`config.mk`:
```
export PLATFORM = sky130hd
export DESIGN_NAME = base64_stream_encoder_top_flat
export DESIGN_NICKNAME = d
export VERILOG_FILES = /design/src/sv/b64e_pkg.sv /design/src/sv/b64e_if.sv /design/src/sv/b64e_front.sv /design/src/sv/b64e_queue.sv /design/src/sv/b64e_back.sv /design/src/sv/base64_stream_encoder_top.sv /design/src/flat_wrapper.sv
export SDC_FILE = /design/constraint.sdc
export NUM_CORES = 1
export LEC_CHECK = 0
export ABC_AREA = 1
export BUFFER_PORTS_ARGS = -buffer_cell sky130_fd_sc_hd__clkbuf_2
export CORE_AREA = 8 8 129 131
export CTS_CLUSTER_DIAMETER = 80
export DETAILED_ROUTE_END_ITERATION = 8
export DIE_AREA = 0 0 137 139
export SKIP_CTS_REPAIR_TIMING = 1
export SLEW_MARGIN = 5
export SYNTH_ARGS = -nofsm -noshare
export SYNTH_HDL_FRONTEND = slang
export SYNTH_SLANG_ARGS = --single-unit
```
`constraint.sdc`:
```
create_clock -name clk -period 3.76 [get_ports clk]
set_clock_uncertainty 0.15 [all_clocks]
set_input_delay 0.188 -clock clk [delete_from_list [all_inputs] [get_ports clk]]
set_output_delay 0.188 -clock clk [all_outputs]
set_load 0.01 [all_outputs]
```
`src/sv/b64e_pkg.sv`:
```
// ----------------------------------------------------------------------------
// b64e_pkg
// Shared types, constants and the symbol table of the base64 stream encoder.
// ----------------------------------------------------------------------------
package b64e_pkg;

	localparam int LINE_CHARS_DEF = 72;
	localparam int MAX_CHARS      = 5;
	localparam int CNT_W          = 3;
	localparam int QUEUE_DEPTH    = 2;

	typedef logic [6:0] char_t;

	localparam char_t CHAR_EQ = 7'h3D;
	localparam char_t CHAR_LF = 7'h0A;

	typedef enum logic {
		REG_ALPHABET = 1'b0,
		REG_PAD_WRAP = 1'b1
	} cfg_reg_t;

	typedef enum logic [1:0] {
		PH_FIRST  = 2'd0,
		PH_SECOND = 2'd1,
		PH_THIRD  = 2'd2
	} phase_t;

	// characters made by one input item, first character in entry 0
	typedef struct packed {
		char_t [MAX_CHARS-1:0] chars;
		logic  [CNT_W-1:0]     n;
		logic                  last;
	} grp_t;

	// queue status seen by the front and back
	typedef struct packed {
		logic full;
		logic empty;
	} q_stat_t;

	function automatic char_t sym_ascii(logic [5:0] v, logic url);
		char_t c;
		if (v < 6'd26) begin
			c = 7'(v) + 7'h41;
		end else if (v < 6'd52) begin
			c = 7'(v) + 7'h47;
		end else if (v < 6'd62) begin
			c = 7'(v) - 7'h04;
		end else if (v == 6'd62) begin
			c = url ? 7'h2D : 7'h2B;
		end else begin
			c = url ? 7'h5F : 7'h2F;
		end
		return c;
	endfunction

endpackage

```
`src/sv/b64e_if.sv`:
```
// ----------------------------------------------------------------------------
// b64e interfaces
// Byte, character and configuration channels, valid/ready handshake.
// ----------------------------------------------------------------------------
interface b64e_byte_if;
	logic       valid;
	logic       ready;
	logic [7:0] data_byte;
	logic       last_byte;

	modport source (output valid, output data_byte, output last_byte, input ready);
	modport sink   (input valid, input data_byte, input last_byte, output ready);
endinterface

interface b64e_char_if;
	logic       valid;
	logic       ready;
	logic [6:0] out_char;
	logic       last_char;

	modport source (output valid, output out_char, output last_char, input ready);
	modport sink   (input valid, input out_char, input last_char, output ready);
endinterface

interface b64e_cfg_if;
	import b64e_pkg::*;
	logic     valid;
	logic     ready;
	cfg_reg_t index;
	logic     wdata;

	modport source (output valid, output index, output wdata, input ready);
	modport sink   (input valid, input index, input wdata, output ready);
endinterface

```
`src/sv/b64e_front.sv`:
```
// ----------------------------------------------------------------------------
// b64e_front
// Accept bytes, hold group state and registers, build each byte's characters.
// ----------------------------------------------------------------------------
module b64e_front #(
	parameter int LINE_CHARS = b64e_pkg::LINE_CHARS_DEF
) (
	input  logic                clk,
	input  logic                arst_n,
	b64e_byte_if.sink           byte_in,
	b64e_cfg_if.sink            cfg,
	input  b64e_pkg::q_stat_t   q_stat,
	output logic                push,
	output b64e_pkg::grp_t      grp
);
	import b64e_pkg::*;

	localparam logic [7:0] LC_LIMIT = 8'(LINE_CHARS);

	logic       alpha_q;
	logic       pad_q;
	logic [3:0] carry_q;
	phase_t     phase_q;
	logic [7:0] lc_q;

	logic [3:0] carry_d;
	phase_t     phase_d;
	logic [7:0] lc_d;
	logic [7:0] lc_inc;
	logic [7:0] lc_after;
	logic [7:0] b;
	logic       last;

	assign cfg.ready     = 1'b1;
	assign byte_in.ready = !q_stat.full;
	assign push          = byte_in.valid && byte_in.ready;
	assign b             = byte_in.data_byte;
	assign last          = byte_in.last_byte;
	assign lc_inc        = lc_q + 8'd4;

	always_comb begin
		grp      = '0;
		carry_d  = carry_q;
		phase_d  = phase_q;
		lc_after = lc_q;
		case (phase_q)
			PH_SECOND: begin
				grp.chars[grp.n] = sym_ascii({carry_q[1:0], b[7:4]}, alpha_q);
				grp.n = grp.n + 3'd1;
				carry_d = b[3:0];
				phase_d = PH_THIRD;
				if (last) begin
					grp.chars[grp.n] = sym_ascii({b[3:0], 2'b00}, alpha_q);
					grp.n = grp.n + 3'd1;
					if (pad_q) begin
						grp.chars[grp.n] = CHAR_EQ;
						grp.n = grp.n + 3'd1;
					end
					lc_after = lc_inc;
				end
			end
			PH_THIRD: begin
				grp.chars[grp.n] = sym_ascii({carry_q, b[7:6]}, alpha_q);
				grp.n = grp.n + 3'd1;
				grp.chars[grp.n] = sym_ascii(b[5:0], alpha_q);
				grp.n = grp.n + 3'd1;
				carry_d = '0;
				phase_d = PH_FIRST;
				if (pad_q && lc_inc >= LC_LIMIT) begin
					grp.chars[grp.n] = CHAR_LF;
					grp.n = grp.n + 3'd1;
					lc_after = '0;
				end else begin
					lc_after = lc_inc;
				end
			end
			default: begin
				grp.chars[grp.n] = sym_ascii(b[7:2], alpha_q);
				grp.n = grp.n + 3'd1;
				carry_d = {2'b00, b[1:0]};
				phase_d = PH_SECOND;
				if (last) begin
					grp.chars[grp.n] = sym_ascii({b[1:0], 4'b0000}, alpha_q);
					grp.n = grp.n + 3'd1;
					if (pad_q) begin
						grp.chars[grp.n] = CHAR_EQ;
						grp.n = grp.n + 3'd1;
						grp.chars[grp.n] = CHAR_EQ;
						grp.n = grp.n + 3'd1;
					end
					lc_after = lc_inc;
				end
			end
		endcase
		lc_d = lc_after;
		if (last) begin
			// close a non-empty last line, then start the next message afresh
			if (pad_q && lc_after != 8'd0) begin
				grp.chars[grp.n] = CHAR_LF;
				grp.n = grp.n + 3'd1;
			end
			grp.last = 1'b1;
			carry_d  = '0;
			phase_d  = PH_FIRST;
			lc_d     = '0;
		end
	end

	always_ff @(posedge clk or negedge arst_n) begin
		if (!arst_n) begin
			alpha_q <= 1'b0;
			pad_q   <= 1'b1;
			carry_q <= '0;
			phase_q <= PH_FIRST;
			lc_q    <= '0;
		end else begin
			if (cfg.valid && cfg.ready) begin
				case (cfg.index)
					REG_ALPHABET: alpha_q <= cfg.wdata;
					REG_PAD_WRAP: pad_q   <= cfg.wdata;
					default: ;
				endcase
			end
			if (push) begin
				carry_q <= carry_d;
				phase_q <= phase_d;
				lc_q    <= lc_d;
			end
		end
	end

endmodule

```
`src/sv/b64e_queue.sv`:
```
// ----------------------------------------------------------------------------
// b64e_queue
// Short queue of character groups between the front and the back.
// ----------------------------------------------------------------------------
module b64e_queue (
	input  logic              clk,
	input  logic              arst_n,
	input  logic              push,
	input  b64e_pkg::grp_t    wr_grp,
	input  logic              pop,
	output b64e_pkg::grp_t    head,
	output b64e_pkg::q_stat_t q_stat
);
	import b64e_pkg::*;

	localparam int PTR_W = $clog2(QUEUE_DEPTH);

	grp_t             mem_q [QUEUE_DEPTH];
	logic [PTR_W-1:0] wr_q;
	logic [PTR_W-1:0] rd_q;
	logic [PTR_W:0]   cnt_q;

	assign q_stat.full  = (cnt_q == (PTR_W+1)'(QUEUE_DEPTH));
	assign q_stat.empty = (cnt_q == '0);
	assign head         = mem_q[rd_q];

	function automatic logic [PTR_W-1:0] ptr_next(logic [PTR_W-1:0] p);
		return (p == PTR_W'(QUEUE_DEPTH - 1)) ? '0 : p + 1'b1;
	endfunction

	always_ff @(posedge clk) begin
		if (push) begin
			mem_q[wr_q] <= wr_grp;
		end
	end

	always_ff @(posedge clk or negedge arst_n) begin
		if (!arst_n) begin
			wr_q  <= '0;
			rd_q  <= '0;
			cnt_q <= '0;
		end else begin
			if (push) begin
				wr_q <= ptr_next(wr_q);
			end
			if (pop) begin
				rd_q <= ptr_next(rd_q);
			end
			case ({push, pop})
				2'b10:   cnt_q <= cnt_q + 1'b1;
				2'b01:   cnt_q <= cnt_q - 1'b1;
				default: cnt_q <= cnt_q;
			endcase
		end
	end

endmodule

```
`src/sv/b64e_back.sv`:
```
// ----------------------------------------------------------------------------
// b64e_back
// Walk head group into output register, one character a cycle unless stalled.
// ----------------------------------------------------------------------------
module b64e_back (
	input  logic              clk,
	input  logic              arst_n,
	input  b64e_pkg::grp_t    head,
	input  b64e_pkg::q_stat_t q_stat,
	output logic              pop,
	b64e_char_if.source       char_out
);
	import b64e_pkg::*;

	logic [CNT_W-1:0] idx_q;
	logic             valid_q;
	char_t            char_q;
	logic             last_q;
	logic             load;
	logic             at_end;

	assign load   = !q_stat.empty && (!valid_q || char_out.ready);
	assign at_end = (idx_q == head.n - 3'd1);
	assign pop    = load && at_end;

	assign char_out.valid     = valid_q;
	assign char_out.out_char  = char_q;
	assign char_out.last_char = last_q;

	always_ff @(posedge clk) begin
		if (load) begin
			char_q <= head.chars[idx_q];
			last_q <= head.last && at_end;
		end
	end

	always_ff @(posedge clk or negedge arst_n) begin
		if (!arst_n) begin
			idx_q   <= '0;
			valid_q <= 1'b0;
		end else begin
			if (load) begin
				valid_q <= 1'b1;
				idx_q   <= at_end ? '0 : idx_q + 3'd1;
			end else if (char_out.ready) begin
				valid_q <= 1'b0;
			end
		end
	end

endmodule

```
`src/sv/base64_stream_encoder_top.sv`:
```
// ----------------------------------------------------------------------------
// base64_stream_encoder_top
// Streaming base64 encoder with optional '=' padding and line wrap.
// ----------------------------------------------------------------------------
// Usage:
//   byte_in  : one raw byte per item, last_byte flags the end of a message.
//   char_out : one ASCII character per item, last_char on the final one.
//   cfg      : register writes (alphabet_select, pad_and_wrap), always ready;
//              write only while no message is in flight.
// Path: a byte accepted into the group queue has its first character loaded
//   into the output register from the queue head when the queue was empty.
// Throughput: the output register moves one character per cycle while char_out
//   is ready; a byte makes 1 to 5 characters, about 1.4 on average including
//   line feeds. byte_in stays ready while the two-entry group queue has room,
//   so bytes may arrive back to back in bursts.
// Stall: when char_out is held, the output register holds its character,
//   the queue fills and byte_in drops ready; nothing is lost.
// Reset: clears group state, line count, queue and output; registers take
//   standard alphabet and padding with line wrap on.
// ----------------------------------------------------------------------------
module base64_stream_encoder_top #(
	parameter int LINE_CHARS = b64e_pkg::LINE_CHARS_DEF
) (
	input  logic         clk,
	input  logic         arst_n,
	b64e_byte_if.sink    byte_in,
	b64e_cfg_if.sink     cfg,
	b64e_char_if.source  char_out
);
	import b64e_pkg::*;

	// front to queue: one entry per accepted item
	logic    push;
	grp_t    wr_grp;
	// queue to back: head entry and fill status
	logic    pop;
	grp_t    head;
	q_stat_t q_stat;

	// classify bytes and build their characters
	b64e_front #(
		.LINE_CHARS (LINE_CHARS)
	) u_front (
		.clk     (clk),
		.arst_n  (arst_n),
		.byte_in (byte_in),
		.cfg     (cfg),
		.q_stat  (q_stat),
		.push    (push),
		.grp     (wr_grp)
	);

	// decouple front and back so that each can stall on its own
	b64e_queue u_queue (
		.clk    (clk),
		.arst_n (arst_n),
		.push   (push),
		.wr_grp (wr_grp),
		.pop    (pop),
		.head   (head),
		.q_stat (q_stat)
	);

	// serialise characters into the output register
	b64e_back u_back (
		.clk      (clk),
		.arst_n   (arst_n),
		.head     (head),
		.q_stat   (q_stat),
		.pop      (pop),
		.char_out (char_out)
	);

endmodule

```
`src/flat_wrapper.sv`:
```
// flat-port wrapper written by rule: the top's interface ports become plain ports
module base64_stream_encoder_top_flat import b64e_pkg::*;
#(
	parameter int LINE_CHARS = b64e_pkg::LINE_CHARS_DEF
)
  (clk, arst_n, byte_in_valid, byte_in_data_byte, byte_in_last_byte, byte_in_ready, cfg_valid, cfg_index, cfg_wdata, cfg_ready, char_out_valid, char_out_out_char, char_out_last_char, char_out_ready);
  b64e_byte_if byte_in_i ();
  b64e_cfg_if cfg_i ();
  b64e_char_if char_out_i ();
  input  logic clk;
  input  logic arst_n;
  input wire logic [$bits(byte_in_i.valid)-1:0] byte_in_valid;
  input wire logic [$bits(byte_in_i.data_byte)-1:0] byte_in_data_byte;
  input wire logic [$bits(byte_in_i.last_byte)-1:0] byte_in_last_byte;
  output wire logic [$bits(byte_in_i.ready)-1:0] byte_in_ready;
  input wire logic [$bits(cfg_i.valid)-1:0] cfg_valid;
  input wire logic [$bits(cfg_i.index)-1:0] cfg_index;
  input wire logic [$bits(cfg_i.wdata)-1:0] cfg_wdata;
  output wire logic [$bits(cfg_i.ready)-1:0] cfg_ready;
  output wire logic [$bits(char_out_i.valid)-1:0] char_out_valid;
  output wire logic [$bits(char_out_i.out_char)-1:0] char_out_out_char;
  output wire logic [$bits(char_out_i.last_char)-1:0] char_out_last_char;
  input wire logic [$bits(char_out_i.ready)-1:0] char_out_ready;
  assign byte_in_i.valid = byte_in_valid;
  assign byte_in_i.data_byte = byte_in_data_byte;
  assign byte_in_i.last_byte = byte_in_last_byte;
  assign byte_in_ready = byte_in_i.ready;
  assign cfg_i.valid = cfg_valid;
  assign cfg_i.index = cfg_index;
  assign cfg_i.wdata = cfg_wdata;
  assign cfg_ready = cfg_i.ready;
  assign char_out_valid = char_out_i.valid;
  assign char_out_out_char = char_out_i.out_char;
  assign char_out_last_char = char_out_i.last_char;
  assign char_out_i.ready = char_out_ready;
  base64_stream_encoder_top #(.LINE_CHARS(LINE_CHARS)) u_core (.clk(clk), .arst_n(arst_n), .byte_in(byte_in_i), .cfg(cfg_i), .char_out(char_out_i));
endmodule
```
==> flow_summary.yaml <==
outcome:
  outcome: "completed"
power_and_ir_drop:
  power.density_nw_per_um2: 707
  seqPwrFrac_pct: 36.2
  p_total_mw: 4.49
  peakVddDrop_mv: 0.291
  swShare_pct: 41.8
  combPwrFrac_pct: 44.9
  clkPwrFrac_pct: 19.0
  power.switching_mw: 1.88
  p_leak_nw: 2.70
  p_int_mw: 2.61
flow_run:
  maxCapViolCount: 0
placement:
  dp_hpwl_mm: 11.2
  dpl_cell_area_um2: 6010
  gp_congestion: 0.981
  port_buffers: 25
setup_path:
  r2r_slack_ns: 1.13
  crit_start: "u_core.u_front.phase_q[0]"
  cp.arrival_ns: 2.54
  cp-start-kind: "flip-flop"
  worstPathMaxFanout: 13
  reg2reg_depth: 11
  timing.rr.start: "u_core.u_front.phase_q[0]"
  end_kind: "flip-flop"
  reg2reg_to: "u_core.u_queue.mem_q[0][7]"
  crit_required_ns: 3.67
  path_class: "reg -> reg"
cts:
  clock-sinks: 82
  cts_buffers: 9
  htreeDepth: 3
  clk_latency_ns: 0.34
  cts-root-buf: "clkbuf_16"
  cts_max_path_buffers: 2
  clkSlewWorstSetupHoldPaths_ns: 0.06
  cts_tree: "done"
sta:
  relSlewSlack_pct: 55.0
  timing.fmax_mhz: 380
  finalCriticalPeriod_ns: 2.63
  hold_viol: 0
  rsz0062_at_grt: "no"
  tns_ns: 0
  period_share_pct: 70.0
  worst_pin_slew_ns: 0.673
  slew_viol_final: 0
  finalSetupViolCount: 0
global_routing:
  grt_pass1_wl_mm: 24.1
  antenna_found_initial: 0
  globalRouteOverflowTotal: 0
  grt.total_usage_pct: 15.7
  grt_pass1_vias: 4737
  grt_start_max_net_pins: 26
finish:
  area_delta_synth_final_pct: 11.6
  fin_nets: 776
  layout_commonest_cell: "nand2_1"
  multiInputGateArea_um2: 2910
  n_fill_cell: 1479
  fin_area_um2: 6350
  register_area_um2: 2340
  layout.cells.most_common_list: "nand2_1 (119), inv_1 (73), nor2_1 (68), o21ai_0 (67), edfxtp_1 (58)"
  drive_above_1_share_pct: 11.2
  n_antenna_cell: 0
drt:
  wirelength_mm: 14.8
  drt_iter0_markers: 383
  antenna_left: 0
  vias: 4982
  avgViaCountPerCell: 5.40
  wl_per_cell_um: 16.0
  route.detailed.drc: 0
  firstDrtPassIters: 5
hold_path:
  min_from: "byte_in_last_byte"
  holdPathEnd: "u_core.u_queue.mem_q[0][0]"
  hold_class: "in -> reg"
  hold_depth: 1
yosys:
  synth_cells: 705
  synth_cell_types: 50
  syn_area_per_cell_um2: 8.08
  synth_nets: 752
  async_flop_share_pct: 29.3
  ys_seq_elements: 82
  synth_ff_type: "edfxtp_1"
  ys.warnings.count: 0
  synth_edf_count: 58
  synth_seq_area_share_pct: 41.2
  syn_area_um2: 5690
floorplanning:
  coreArea_um2: 14800
  initial_core_util_pct: 38.6
  die_w_um: 137
  num_rows: 45
  num_io_pins: 27
  die_h_um: 139
  dieArea_um2: 19000
critical path: stages (launching register included):
cell and delay (ns):
dfrtp_1 0.38, inv_1 0.07, ha_1 0.19, buf_4 0.19, inv_2 0.21, nand2_2 0.16, inv_2 0.11, a21oi_1 0.09
o31ai_2 0.34, nand3_4 0.14, nand4_1 0.17, o21ai_1 0.14
through the flow:
stage | util [%] | worst slack (ns) | cells | hold WS [ns]
final | 43.1 | 1.13 | 922 | 0.0931
after global routing | 43.1 | 0.918 | 922 | 0.0958
after CTS | 42.7 | 1.12 | 916 | -0.268
after detailed placement | 40.7 | 0.891 | 900 | 0.102
after global placement | 40.7 | 0.921 | 900 | 0.0931
after floorplan | - | 1.04 | 705 | -0.258
registers in the layout (all words and copies together) (netlist names):
signal	flops
u_core.u_front.pad_q	1
u_core.u_front.phase_q	2
u_core.u_back.char_out.out_char	7
u_core.u_back.idx_q	3
u_core.u_front.lc_q	8
u_core.u_back.char_out.valid	1
u_core.u_queue.mem_q	50
u_core.u_queue.wr_q	1
u_core.u_front.alpha_q	1
u_core.u_front.carry_q	4
u_core.u_back.char_out.last_char	1
u_core.u_queue.rd_q	1
u_core.u_queue.cnt_q	2
cell type report:
class	instances	area share [%]
clock buffer	10	3.60
clock inverter	6	0.906
inverter	86	5.08
multi-input combinational	510	45.8
sequential	82	36.9
tap	188	3.70
timing repair buffer	40	3.98
layer usage:
| metal | up-vias | wire (µm) | track usage [%] |
|---|---|---|---|
| li1 | 2469 | - | - |
| met1 | 2307 | 6670 | 21.0 |
| met2 | 172 | 6750 | 24.3 |
| met3 | 34 | 837 | 2.17 |
| met4 | 0 | 521 | 7.95 |
| met5 | - | 0 | 0 |
kinds of logic (layout without fill, tap and decap cells):
kind of cell / after synthesis / after routing / share of synthesized area, %
fa+ha+maj: 31 / 31 / 6.94
simple gates: 268 / 268 / 20.5
buf+inv: 113 / 142 / 7.78
compound gates: 175 / 175 / 18.0
xor+xnor: 33 / 33 / 5.21
flops: 82 / 82 / 41.2
other cells: 1 / 1 / 0.0659
mux: 2 / 2 / 0.352
power by group through the flow:
stage	combinational, mW	clock [mW]	sequential [mW]
global route	2.27	0.911	1.66
CTS	2.01	0.873	1.63
detailed placement	2.00	0	1.64
finish	2.02	0.852	1.63
floorplan	1.48	0	1.58
global placement	1.99	0	1.63
worst max-delay path by stage:
| stage | slack, ns | endpoint | cells past startpoint |
|---|---|---|---|
| final | 1.13 | u_core.u_queue.mem_q[0][7] | 11 |
| after global routing | 0.92 | u_core.u_queue.cnt_q[1] | 10 |
| after CTS | 1.12 | u_core.u_queue.cnt_q[1] | 10 |
| after detailed placement | 0.89 | u_core.u_queue.mem_q[0][15] | 10 |
| after global placement | 0.92 | u_core.u_queue.mem_q[1][15] | 10 |
| after floorplan | 1.04 | u_core.u_queue.cnt_q[1] | 12 |
synthesized netlist by cell type (9+ instances only):
master      n  area, µm²
a21oi_1    43        215
nand2_1   119        447
ha_1       30        375
inv_2      10       37.5
inv_1      73        274
clkbuf_1   15       56.3
nor3_1      9       45.0
o211ai_1   14        105
nand3_1    44        220
edfxtp_1   58       1740
xor2_1     24        210
dfrtp_1    23        576
nor2_1     70        263
o21ai_0    67        335
o22ai_1    18        113
No activity file was read; power rests on OpenSTA's default activity.
